==> config.mk <==
export PLATFORM = sky130hd
export DESIGN_NAME = six_step_bldc_ramp_sequencer
export DESIGN_NICKNAME = d
export VERILOG_FILES = /design/src/hdl/bldc_seq_pkg.sv /design/src/hdl/bldc_seq_ctrl.sv /design/src/hdl/bldc_seq_dp.sv /design/src/hdl/six_step_bldc_ramp_sequencer.sv
export SDC_FILE = /design/constraint.sdc
export NUM_CORES = 1
export LEC_CHECK = 0
export ABC_AREA = 1
export BUFFER_PORTS_ARGS = -buffer_cell sky130_fd_sc_hd__clkbuf_2
export CAP_MARGIN = 20
export CORE_MARGIN = 10
export CORE_UTILIZATION = 25
export DETAILED_ROUTE_END_ITERATION = 16
export GPL_TIMING_DRIVEN = 1
export PLACE_DENSITY = 0.37
export SETUP_SLACK_MARGIN = 0.3
export SLEW_MARGIN = 20
export SYNTH_ARGS = -nofsm -noshare
export SYNTH_HDL_FRONTEND = slang
export SYNTH_HIERARCHICAL = 1
export SYNTH_SLANG_ARGS = --single-unit
==> constraint.sdc <==
create_clock -name clk_i -period 7.55 [get_ports clk_i]
set_input_delay 0.3775 -clock clk_i [delete_from_list [all_inputs] [get_ports clk_i]]
set_output_delay 0.3775 -clock clk_i [all_outputs]
set_load 0.02 [all_outputs]
==> src/hdl/bldc_seq_pkg.sv <==
// ----------------------------------------------------------------------------
// bldc_seq_pkg
// Shared types, constants and phase tables for the six-step ramp sequencer.
// ----------------------------------------------------------------------------
`default_nettype none

package bldc_seq_pkg;

  localparam int PWM_PERIOD_DEF  = 4200;
  localparam int STEPS_PER_CYCLE = 6;

  localparam int DELAY_W    = 8;
  localparam int TIME_W     = 16;
  localparam int DUTY_W     = 13;
  localparam int STEP_W     = 3;
  localparam int CODE_W     = 8;
  localparam int CFG_IDX_W  = 3;
  localparam int CFG_DATA_W = 16;
  localparam int PROD_W     = DELAY_W + TIME_W;
  // quotient never exceeds the delay span, so only DELAY_W quotient bits
  localparam int DIV_STEPS  = DELAY_W;
  localparam int DIV_CNT_W  = $clog2(DIV_STEPS);

  localparam logic [CODE_W-1:0] CMD_STOP = 8'd68;
  localparam logic [CODE_W-1:0] CMD_HALF = 8'd69;
  localparam logic [CODE_W-1:0] CMD_FULL = 8'd70;

  localparam logic [CFG_IDX_W-1:0] CFG_START_DELAY = 3'd0;
  localparam logic [CFG_IDX_W-1:0] CFG_END_DELAY   = 3'd1;
  localparam logic [CFG_IDX_W-1:0] CFG_RAMP_TIME   = 3'd2;
  localparam logic [CFG_IDX_W-1:0] CFG_RUN_TIME    = 3'd3;
  localparam logic [CFG_IDX_W-1:0] CFG_DUTY_HALF   = 3'd4;
  localparam logic [CFG_IDX_W-1:0] CFG_DUTY_FULL   = 3'd5;

  localparam logic [DELAY_W-1:0] START_DELAY_RST = 8'd8;
  localparam logic [DELAY_W-1:0] END_DELAY_RST   = 8'd2;
  localparam logic [TIME_W-1:0]  RAMP_TIME_RST   = 16'd5000;
  localparam logic [TIME_W-1:0]  RUN_TIME_RST    = 16'd6000;
  localparam logic [DUTY_W-1:0]  DUTY_HALF_RST   = 13'd420;
  localparam logic [DUTY_W-1:0]  DUTY_FULL_RST   = 13'd600;

  typedef enum logic [1:0] {
    MS_STOPPED = 2'd0,
    MS_RUNNING = 2'd1,
    MS_FAULT   = 2'd2
  } motor_status_e;

  typedef enum logic [2:0] {
    S_IDLE,
    S_CHECK,
    S_MUL,
    S_DIV,
    S_FINISH
  } seq_state_e;

  typedef struct packed {
    logic capture;   // latch the accepted item
    logic count;     // advance run and step timers
    logic mul;       // form ramp product, load divider
    logic div_step;  // one restoring divide step
    logic commit;    // apply the item's effect, load result
  } ctrl_cmd_t;

  typedef struct packed {
    logic tick_run;  // captured item is a tick and motor is running
  } dp_status_t;

  // phase driven with duty for a step
  function automatic logic [1:0] hi_phase(input logic [STEP_W-1:0] step);
    logic [1:0] p;
    unique case (step)
      3'd0, 3'd1: p = 2'd0;
      3'd2, 3'd3: p = 2'd1;
      3'd4, 3'd5: p = 2'd2;
      default:    p = 2'd0;
    endcase
    return p;
  endfunction

  // phase held at zero for a step
  function automatic logic [1:0] lo_phase(input logic [STEP_W-1:0] step);
    logic [1:0] p;
    unique case (step)
      3'd0:       p = 2'd1;
      3'd1, 3'd2: p = 2'd2;
      3'd3, 3'd4: p = 2'd0;
      3'd5:       p = 2'd1;
      default:    p = 2'd1;
    endcase
    return p;
  endfunction

endpackage

`default_nettype wire

==> src/hdl/bldc_seq_ctrl.sv <==
// ----------------------------------------------------------------------------
// bldc_seq_ctrl
// Sequencing state machine: accepts an item, walks the ramp computation and
// hands the result to the output register.
// ----------------------------------------------------------------------------
`default_nettype none

module bldc_seq_ctrl (
  input  wire                      clk_i,
  input  wire                      rst_ni,
  input  wire                      in_valid_i,
  output logic                     in_stall_o,
  output logic                     out_valid_o,
  input  wire                      out_stall_i,
  input  bldc_seq_pkg::dp_status_t status_i,
  output bldc_seq_pkg::ctrl_cmd_t  cmd_o
);
  import bldc_seq_pkg::*;

  seq_state_e           state_q, state_d;
  logic [DIV_CNT_W-1:0] cnt_q, cnt_d;
  logic                 out_valid_q, out_valid_d;
  logic                 out_free;

  assign out_free = !out_valid_q || !out_stall_i;

  always_ff @(posedge clk_i or negedge rst_ni) begin
    if (!rst_ni) begin
      state_q     <= S_IDLE;
      cnt_q       <= '0;
      out_valid_q <= 1'b0;
    end else begin
      state_q     <= state_d;
      cnt_q       <= cnt_d;
      out_valid_q <= out_valid_d;
    end
  end

  always_comb begin
    state_d = state_q;
    cnt_d   = cnt_q;
    cmd_o   = '0;
    unique case (state_q)
      S_IDLE: begin
        cmd_o.capture = in_valid_i;
        if (in_valid_i) begin
          state_d = S_CHECK;
        end
      end
      S_CHECK: begin
        cmd_o.count = status_i.tick_run;
        state_d     = status_i.tick_run ? S_MUL : S_FINISH;
      end
      S_MUL: begin
        cmd_o.mul = 1'b1;
        cnt_d     = '0;
        state_d   = S_DIV;
      end
      S_DIV: begin
        cmd_o.div_step = 1'b1;
        cnt_d          = cnt_q + 1'b1;
        if (cnt_q == DIV_CNT_W'(DIV_STEPS - 1)) begin
          state_d = S_FINISH;
        end
      end
      S_FINISH: begin
        if (out_free) begin
          cmd_o.commit = 1'b1;
          state_d      = S_IDLE;
        end
      end
      default: state_d = S_IDLE;
    endcase
  end

  always_comb begin
    if (cmd_o.commit) begin
      out_valid_d = 1'b1;
    end else if (!out_stall_i) begin
      out_valid_d = 1'b0;
    end else begin
      out_valid_d = out_valid_q;
    end
  end

  assign in_stall_o  = (state_q != S_IDLE);
  assign out_valid_o = out_valid_q;

endmodule

`default_nettype wire

==> src/hdl/bldc_seq_dp.sv <==
// ----------------------------------------------------------------------------
// bldc_seq_dp
// Datapath: configuration registers, motor state, ramp interval product and
// restoring divider, commutation pattern update.
// ----------------------------------------------------------------------------
`default_nettype none

module bldc_seq_dp #(
  parameter int PWM_PERIOD = bldc_seq_pkg::PWM_PERIOD_DEF
) (
  input  wire                                        clk_i,
  input  wire                                        rst_ni,
  input  wire                                        cfg_valid_i,
  input  wire  [bldc_seq_pkg::CFG_IDX_W-1:0]         cfg_index_i,
  input  wire  [bldc_seq_pkg::CFG_DATA_W-1:0]        cfg_data_i,
  input  bldc_seq_pkg::ctrl_cmd_t                    cmd_i,
  output bldc_seq_pkg::dp_status_t                   status_o,
  input  wire                                        action_i,
  input  wire  [bldc_seq_pkg::CODE_W-1:0]            command_code_i,
  input  wire                                        driver_fault_i,
  input  wire                                        overtemp_warning_i,
  output logic [2:0]                                 phase_on_o,
  output logic [bldc_seq_pkg::DUTY_W-1:0]            compare_a_o,
  output logic [bldc_seq_pkg::DUTY_W-1:0]            compare_b_o,
  output logic [bldc_seq_pkg::DUTY_W-1:0]            compare_c_o,
  output logic                                       gate_on_o,
  output logic [1:0]                                 motor_status_o,
  output logic                                       stepped_o
);
  import bldc_seq_pkg::*;

  // configuration
  logic [DELAY_W-1:0] start_q, end_q;
  logic [TIME_W-1:0]  ramp_q, run_q;
  logic [DUTY_W-1:0]  duty_half_q, duty_full_q;

  // captured item
  logic              action_q;
  logic [CODE_W-1:0] code_q;
  logic              fault_q;

  // motor state
  logic                running_q, running_d;
  motor_status_e       status_q, status_d;
  logic [TIME_W-1:0]   elapsed_q, elapsed_d;
  logic [TIME_W-1:0]   since_q, since_d;
  logic [STEP_W-1:0]   step_q, step_d;
  logic [DUTY_W-1:0]   duty_q, duty_d;
  logic [DUTY_W-1:0]   cmp_q [3];
  logic [DUTY_W-1:0]   cmp_d [3];
  logic [2:0]          phen_q, phen_d;
  logic                gate_q, gate_d;
  logic                stepped_q, stepped_d;

  // ramp arithmetic
  logic [DELAY_W-1:0] end_clamp, span, delay;
  logic [TIME_W-1:0]  t_clamp;
  logic [PROD_W-1:0]  prod;
  logic [TIME_W-1:0]  rem_q;
  logic [DELAY_W-1:0] numlo_q, quo_q;
  logic [TIME_W:0]    trial, trial_sub;
  logic               trial_ge;

  logic [DUTY_W-1:0]  duty_sel, duty_sat;
  logic [STEP_W-1:0]  pat_step;
  logic [1:0]         hi, lo;

  always_ff @(posedge clk_i or negedge rst_ni) begin
    if (!rst_ni) begin
      start_q     <= START_DELAY_RST;
      end_q       <= END_DELAY_RST;
      ramp_q      <= RAMP_TIME_RST;
      run_q       <= RUN_TIME_RST;
      duty_half_q <= DUTY_HALF_RST;
      duty_full_q <= DUTY_FULL_RST;
    end else if (cfg_valid_i) begin
      unique case (cfg_index_i)
        CFG_START_DELAY: start_q     <= cfg_data_i[DELAY_W-1:0];
        CFG_END_DELAY:   end_q       <= cfg_data_i[DELAY_W-1:0];
        CFG_RAMP_TIME:   ramp_q      <= cfg_data_i;
        CFG_RUN_TIME:    run_q       <= cfg_data_i;
        CFG_DUTY_HALF:   duty_half_q <= cfg_data_i[DUTY_W-1:0];
        CFG_DUTY_FULL:   duty_full_q <= cfg_data_i[DUTY_W-1:0];
        default: ;
      endcase
    end
  end

  always_ff @(posedge clk_i) begin
    if (cmd_i.capture) begin
      action_q <= action_i;
      code_q   <= command_code_i;
      fault_q  <= driver_fault_i || overtemp_warning_i;
    end
  end

  assign status_o.tick_run = !action_q && running_q;

  // interval = start - span * min(elapsed, ramp) / ramp, or the clamped end delay when ramp is 0
  assign end_clamp = (end_q < start_q) ? end_q : start_q;
  assign span      = start_q - end_clamp;
  assign t_clamp   = (elapsed_q < ramp_q) ? elapsed_q : ramp_q;
  assign prod      = PROD_W'(span) * PROD_W'(t_clamp);

  // restoring divide, one quotient bit per step; prod < 256 * ramp keeps the
  // upper part below the divisor at load time
  assign trial     = {rem_q, numlo_q[DELAY_W-1]};
  assign trial_sub = trial - {1'b0, ramp_q};
  assign trial_ge  = (trial >= {1'b0, ramp_q});

  always_ff @(posedge clk_i) begin
    if (cmd_i.mul) begin
      rem_q   <= prod[PROD_W-1:DELAY_W];
      numlo_q <= prod[DELAY_W-1:0];
    end else if (cmd_i.div_step) begin
      rem_q   <= trial_ge ? trial_sub[TIME_W-1:0] : trial[TIME_W-1:0];
      numlo_q <= {numlo_q[DELAY_W-2:0], 1'b0};
      quo_q   <= {quo_q[DELAY_W-2:0], trial_ge};
    end
  end

  assign delay = (ramp_q == '0) ? end_clamp : (start_q - quo_q);

  assign duty_sel = (code_q == CMD_HALF) ? duty_half_q : duty_full_q;
  assign duty_sat = ({4'b0, duty_sel} > 17'(PWM_PERIOD)) ? DUTY_W'(PWM_PERIOD) : duty_sel;

  assign pat_step = (step_q < STEP_W'(STEPS_PER_CYCLE)) ? step_q : '0;
  assign hi       = hi_phase(pat_step);
  assign lo       = lo_phase(pat_step);

  always_comb begin
    running_d = running_q;
    status_d  = status_q;
    elapsed_d = elapsed_q;
    since_d   = since_q;
    step_d    = step_q;
    duty_d    = duty_q;
    cmp_d     = cmp_q;
    phen_d    = phen_q;
    gate_d    = gate_q;
    stepped_d = stepped_q;

    if (cmd_i.count) begin
      if (elapsed_q != '1) elapsed_d = elapsed_q + 1'b1;
      if (since_q != '1)   since_d   = since_q + 1'b1;
    end

    if (cmd_i.commit) begin
      stepped_d = 1'b0;
      if (action_q) begin
        if (code_q == CMD_STOP) begin
          gate_d    = 1'b0;
          phen_d    = '0;
          running_d = 1'b0;
          status_d  = MS_STOPPED;
        end else if (code_q == CMD_HALF || code_q == CMD_FULL) begin
          duty_d = duty_sat;
          if (!running_q) begin
            gate_d    = 1'b1;
            phen_d    = 3'b111;
            elapsed_d = '0;
            since_d   = '0;
            step_d    = '0;
            running_d = 1'b1;
            status_d  = MS_RUNNING;
          end
        end
      end else if (running_q) begin
        if (elapsed_q >= run_q) begin
          gate_d    = 1'b0;
          phen_d    = '0;
          running_d = 1'b0;
          status_d  = MS_STOPPED;
        end else if (fault_q) begin
          gate_d    = 1'b0;
          phen_d    = '0;
          running_d = 1'b0;
          status_d  = MS_FAULT;
        end else if (since_q >= {{(TIME_W-DELAY_W){1'b0}}, delay}) begin
          since_d    = '0;
          cmp_d[hi]  = duty_q;
          cmp_d[lo]  = '0;
          phen_d     = '0;
          phen_d[hi] = 1'b1;
          phen_d[lo] = 1'b1;
          step_d     = (step_q >= STEP_W'(STEPS_PER_CYCLE - 1)) ? '0 : step_q + 1'b1;
          stepped_d  = 1'b1;
        end
      end
    end
  end

  always_ff @(posedge clk_i or negedge rst_ni) begin
    if (!rst_ni) begin
      running_q <= 1'b0;
      status_q  <= MS_STOPPED;
      elapsed_q <= '0;
      since_q   <= '0;
      step_q    <= '0;
      duty_q    <= '0;
      cmp_q     <= '{default: '0};
      phen_q    <= '0;
      gate_q    <= 1'b0;
      stepped_q <= 1'b0;
    end else begin
      running_q <= running_d;
      status_q  <= status_d;
      elapsed_q <= elapsed_d;
      since_q   <= since_d;
      step_q    <= step_d;
      duty_q    <= duty_d;
      cmp_q     <= cmp_d;
      phen_q    <= phen_d;
      gate_q    <= gate_d;
      stepped_q <= stepped_d;
    end
  end

  // outputs only move on commit, when the previous result has left; the run and step timers also advance on count
  assign phase_on_o     = phen_q;
  assign compare_a_o    = cmp_q[0];
  assign compare_b_o    = cmp_q[1];
  assign compare_c_o    = cmp_q[2];
  assign gate_on_o      = gate_q;
  assign motor_status_o = status_q;
  assign stepped_o      = stepped_q;

endmodule

`default_nettype wire

==> src/hdl/six_step_bldc_ramp_sequencer.sv <==
// ----------------------------------------------------------------------------
// six_step_bldc_ramp_sequencer
// Open-loop six-step BLDC commutator with a linearly ramped step interval.
// ----------------------------------------------------------------------------
//  channel | direction | handshake                   | payload
//  --------+-----------+-----------------------------+----------------------------------
//  in      | input     | in_valid_i / in_stall_o     | action, command_code, pin faults
//  out     | output    | out_valid_o / out_stall_i   | phase enables, compares, gate,
//          |           |                             | motor_status, stepped
//  cfg     | input     | cfg_valid_i / cfg_ready_o   | cfg_index_i, cfg_data_i
//
//  A command item, or a tick while stopped, walks idle, check and finish before the next accept.
//  A tick while running also takes a multiply step and the restoring divider steps that form
//  the ramp interval; finish waits while the previous result is still stalled.
//  A new item is taken while the previous result waits; it commits only once that
//  result has been taken. Reset is asynchronous and loads the default registers.
`default_nettype none

module six_step_bldc_ramp_sequencer #(
  parameter int PWM_PERIOD = bldc_seq_pkg::PWM_PERIOD_DEF
) (
  input  wire                                 clk_i,
  input  wire                                 rst_ni,
  input  wire                                 in_valid_i,
  output logic                                in_stall_o,
  input  wire                                 action_i,
  input  wire  [bldc_seq_pkg::CODE_W-1:0]     command_code_i,
  input  wire                                 driver_fault_i,
  input  wire                                 overtemp_warning_i,
  output logic                                out_valid_o,
  input  wire                                 out_stall_i,
  output logic                                phase_a_on_o,
  output logic                                phase_b_on_o,
  output logic                                phase_c_on_o,
  output logic [bldc_seq_pkg::DUTY_W-1:0]     compare_a_o,
  output logic [bldc_seq_pkg::DUTY_W-1:0]     compare_b_o,
  output logic [bldc_seq_pkg::DUTY_W-1:0]     compare_c_o,
  output logic                                gate_on_o,
  output logic [1:0]                          motor_status_o,
  output logic                                stepped_o,
  input  wire                                 cfg_valid_i,
  output logic                                cfg_ready_o,
  input  wire  [bldc_seq_pkg::CFG_IDX_W-1:0]  cfg_index_i,
  input  wire  [bldc_seq_pkg::CFG_DATA_W-1:0] cfg_data_i
);
  import bldc_seq_pkg::*;

  ctrl_cmd_t  cmd;
  dp_status_t status;
  logic [2:0] phase_on;

  assign cfg_ready_o = 1'b1;

  bldc_seq_ctrl u_ctrl (
    .clk_i       (clk_i),
    .rst_ni      (rst_ni),
    .in_valid_i  (in_valid_i),
    .in_stall_o  (in_stall_o),
    .out_valid_o (out_valid_o),
    .out_stall_i (out_stall_i),
    .status_i    (status),
    .cmd_o       (cmd)
  );

  bldc_seq_dp #(
    .PWM_PERIOD (PWM_PERIOD)
  ) u_dp (
    .clk_i              (clk_i),
    .rst_ni             (rst_ni),
    .cfg_valid_i        (cfg_valid_i),
    .cfg_index_i        (cfg_index_i),
    .cfg_data_i         (cfg_data_i),
    .cmd_i              (cmd),
    .status_o           (status),
    .action_i           (action_i),
    .command_code_i     (command_code_i),
    .driver_fault_i     (driver_fault_i),
    .overtemp_warning_i (overtemp_warning_i),
    .phase_on_o         (phase_on),
    .compare_a_o        (compare_a_o),
    .compare_b_o        (compare_b_o),
    .compare_c_o        (compare_c_o),
    .gate_on_o          (gate_on_o),
    .motor_status_o     (motor_status_o),
    .stepped_o          (stepped_o)
  );

  assign phase_a_on_o = phase_on[0];
  assign phase_b_on_o = phase_on[1];
  assign phase_c_on_o = phase_on[2];

endmodule

`default_nettype wire
==> parameters.txt <==
Parameter                              Value

Run status
  Status ... completed

Setup path
  Category of the worst setup path capture point ... flop
  Startpoint-to-endpoint class of the critical path ... reg2reg
  Highest net fanout along the worst path ... 9
  Slowest stage cell, crit path ... sky130_fd_sc_hd__dfstp_2
  Crit path top cell by count ... sky130_fd_sc_hd__nand2_1
  Category of the worst setup path launch point ... flop
  Required time of the critical path ... 7870 ps
  Largest stage delay on the critical path ... 550 ps
  CP Data Arrival Time ... 7210 ps

Synth
  Multiplexer fraction of the synthesized cell area ... 0.001212
  Share of Yosys cell area claimed by the top area cell type ... 0.2181
  Synth Area in Compound Gates ... 0.1066
  Share of synthesized cell area in and, or, nand and nor gates ... 0.2561
  Post-synthesis net count ... 2583
  Xor and xnor fraction of the mapped netlist area ... 0.02345
  Post-synthesis sequential area ratio ... 0.3229
  Library cell occupying the most area in the post-synthesis netlist ... sky130_fd_sc_hd__dfrtp_1
  Syn. warnings ... 6
  Synthesized area per cell ... 7.533 µm²
  Post-synthesis instance area ... 17550 µm²
  Adder and majority cell fraction of the synthesized area ... 0.1926
  Main combinational cell family by area after synthesis ... simple AND/OR/NAND/NOR gates
  Post-synthesis cell count ... 2330
  Number of synthesized register bits ... 217
  Leading cell types by total area after synthesis ... sky130_fd_sc_hd__dfrtp_1 (22%), sky130_fd_sc_hd__nand2_1 (11%), sky130_fd_sc_hd__fa_1 (9.9%)
  Distinct cells, synth ... 53

Route
  Detailed-routed wire length on met2 ... 27.51 mm
  Drt drc ... 0
  Number of vias per cell after detailed routing ... 4.519
  Via Count ... 15.37k
  Number of nets still failing antenna checks after routing ... 0
  Drt wl/cell ... 17.05 µm
  Routed wire length ... 57.96 mm
  WL met3 ... 2.472 mm
  Met1 Wirelength ... 26.92 mm
  First-pass iteration count of the detailed router ... 5
  Top routing layer in use ... met5
  Iteration-0 DRC Markers ... 805

Floorplan
  Rows ... 97
  Core outline area ... 69790 µm²
  Effective utilization at floorplan ... 0.2515
  Die footprint ... 81210 µm²
  IO Count ... 84
  Horizontal die dimension ... 285.0 µm
  Vertical extent of the die ... 285.0 µm

Clocking
  Deepest clock path buffer count ... 3
  Clock-pin transition on the worst setup and hold timing paths ... 60 ps
  TritonCTS Buffers ... 29
  Clock tree from TritonCTS ... yes
  Clock root buffer ... sky130_fd_sc_hd__clkbuf_16
  Number of clock sinks ... 217
  Clock network latency to the later pin of the worst-skew pair ... 600 ps
  H-Tree Level Count ... 1

Cells and area
  Nets@finish ... 2690
  Inserted Diodes ... 0
  Area added between synthesis and finish ... 17.49%
  Fraction of layout cells with a size suffix above 1 ... 0.1329

GRT
  Antenna violations before repair ... 7
  Overall routing resource usage ... 0.1403
  Vias in the first global route ... 15.20k
  Global-route wire length before repair ... 90.50 mm
  Largest net degree at the start of global routing ... 112
  Total gr overflow ... 0

Timing
  Total of endpoints with negative setup slack in the final report ... 0
  Post-route minimum period ... 6899 ps
  Worst-case headroom to the max-slew limit ... 0.3107
  Final hold viol count ... 0
  Final critical-path share of the clock period ... 0.9138
  Max frequency ... 144.9 MHz
  Worst clock skew on the final layout ... 41.64 ps
  RSZ-0062 raised after global routing ... yes
  Slew of the pin with the lowest slew margin ... 1034 ps
  Slew Limit Fails ... 0
  Final-layout setup total negative slack ... 0 ps

Run
  Max capacitance violation total ... 0

Min path
  Type of the tightest min-delay check ... in2reg

Placement
  HPWL after DPL ... 45.31 mm
  Count of input and output buffers ... 82
  Gp weighted congestion ... 0.8677
-- worst max-delay path, delay by kind of cell, from the launching register on --
| kind | cells | cell delay, ps |
|---|---|---|
| adders and majority gates | 7 | 3140 |
| and+or+nand+nor | 12 | 1070 |
| AOI/OAI and AO/OA | 8 | 920 |
| buffers and inverters | 7 | 760 |
| DFF | 1 | 550 |
| xor gates and xnor gates | 1 | 170 |
-- Yosys cell counts (all sizes together) --
master	instances
nor4	5
buf	24
fa	87
nand2	553
conb	1
clkinv	3
nand3b	24
dfrtp	153
mux2	1
a21oi	125
nand3	119
a31o	1
a21o	6
o21bai	5
o211ai	2
nand4	27
edfxtp	42
xor2	33
a211oi	2
o21a	4
nor2	301
nor3	25
inv	368
a31oi	6
mux2i	1
o21ai	195
o31a	1
or2	3
o221ai	1
a21boi	2
o211a	1
xnor2	14
and2	1
dfstp	22
clkbuf	39
nor3b	2
ha	131
-- cells by family after synthesis --
logic type,Yosys count
AOI/OAI and AO/OA,351
DFF,217
adders and majority gates,218
and+or+nand+nor,1060
buffers and inverters,434
other,1
xor gates and xnor gates,47
muxes,2
-- state kept, by name (all words and copies together) (netlist names), 3 cells and up --
register	count
u_dp/compare_b_o	13
u_dp/elapsed_q	16
u_dp/ramp_q	16
u_dp/phase_on_o	3
u_dp/end_q	8
u_dp/compare_a_o	13
u_dp/code_q	8
u_dp/duty_q	13
u_dp/rem_q	16
u_dp/step_q	3
u_dp/numlo_q	8
u_dp/compare_c_o	13
u_dp/since_q	16
u_dp/duty_full_q	13
u_ctrl/state_q	3
u_dp/start_q	8
u_dp/duty_half_q	13
u_dp/quo_q	8
u_dp/run_q	16
u_ctrl/cnt_q	3
-- per-stage QoR --
stage                       util  setup WS [ps]  hold slack [ps]  instance area [µm²]  cells
after floorplan                -          852.2            81.91                17550   2330
after global placement    0.2737          88.82            435.1                19100   3321
after detailed placement  0.2737          98.91            434.7                19100   3321
after CTS                 0.2897          278.3            14.69                20220   3387
after global routing      0.2955          241.1            30.80                20620   3400
final                     0.2955          650.7            45.41                20620   3400
-- metal layers --
| metal | track usage | up-vias |
|---|---|---|
| li1 | - | 7620 |
| met2 | 0.2369 | 298 |
| met3 | 0.01790 | 56 |
| met5 | 0 | - |
| met4 | 0.02935 | 4 |
| met1 | 0.1894 | 7388 |
-- what timing repair did --
item	CTS	global route
hold buffers	10	0
endpoints found under the hold margin	109	0
setup endpoints to repair	12	16
buffers inserted	2	12
gates resized for setup	10	82
pin swaps	0	13
gates cloned	0	1
-- cells in the final DEF (no fill, tap or decap), drive strengths merged, types with 2 or more instances in the layout --
cell	n
dfrtp	153
a211oi	2
a21boi	2
nor2	301
buf	46
nand2	553
or2	3
clkinvlp	4
dlygate4sd3	10
o21bai	5
nand3b	24
clkbuf	116
bufinv	4
clkinv	14
edfxtp	42
fa	87
o211ai	2
nor4	5
nand3	119
o21ai	195
a31oi	6
ha	131
a21oi	125
nor3b	2
xnor2	14
a21o	6
o21a	4
nor3	25
dfstp	22
inv	370
nand4	27
xor2	33
-- final cells by class --
type                    instances  area (µm²)
clock buffers                  33       750.7
inverters                     371        1396
flip-flops and latches        217        5669
clock inverters                21       235.2
fillers                      7672       49160
well taps                     940        1176
repair buffers                139       888.4
multi-input cells            1679       10510
-- worst paths after layout --
check	from	end	slack, ps	cells past startpoint
min in group asynchronous	rst_ni	u_dp/compare_a_o[8]	450	2
worst min register to register	u_dp/quo_q[5]	u_dp/quo_q[6]	450	0
worst max register to register	u_dp/start_q[3]	u_dp/rem_q[7]	650	35
worst max-delay path	u_dp/start_q[3]	u_dp/rem_q[7]	650	35
max in group asynchronous	rst_ni	u_dp/ramp_q[13]	5650	3
worst min-delay path	out_stall_i	u_ctrl/out_valid_o	50	3
Power is not shown: default switching activity piles up to over one toggle a cycle in this logic, so the estimate is an artifact.
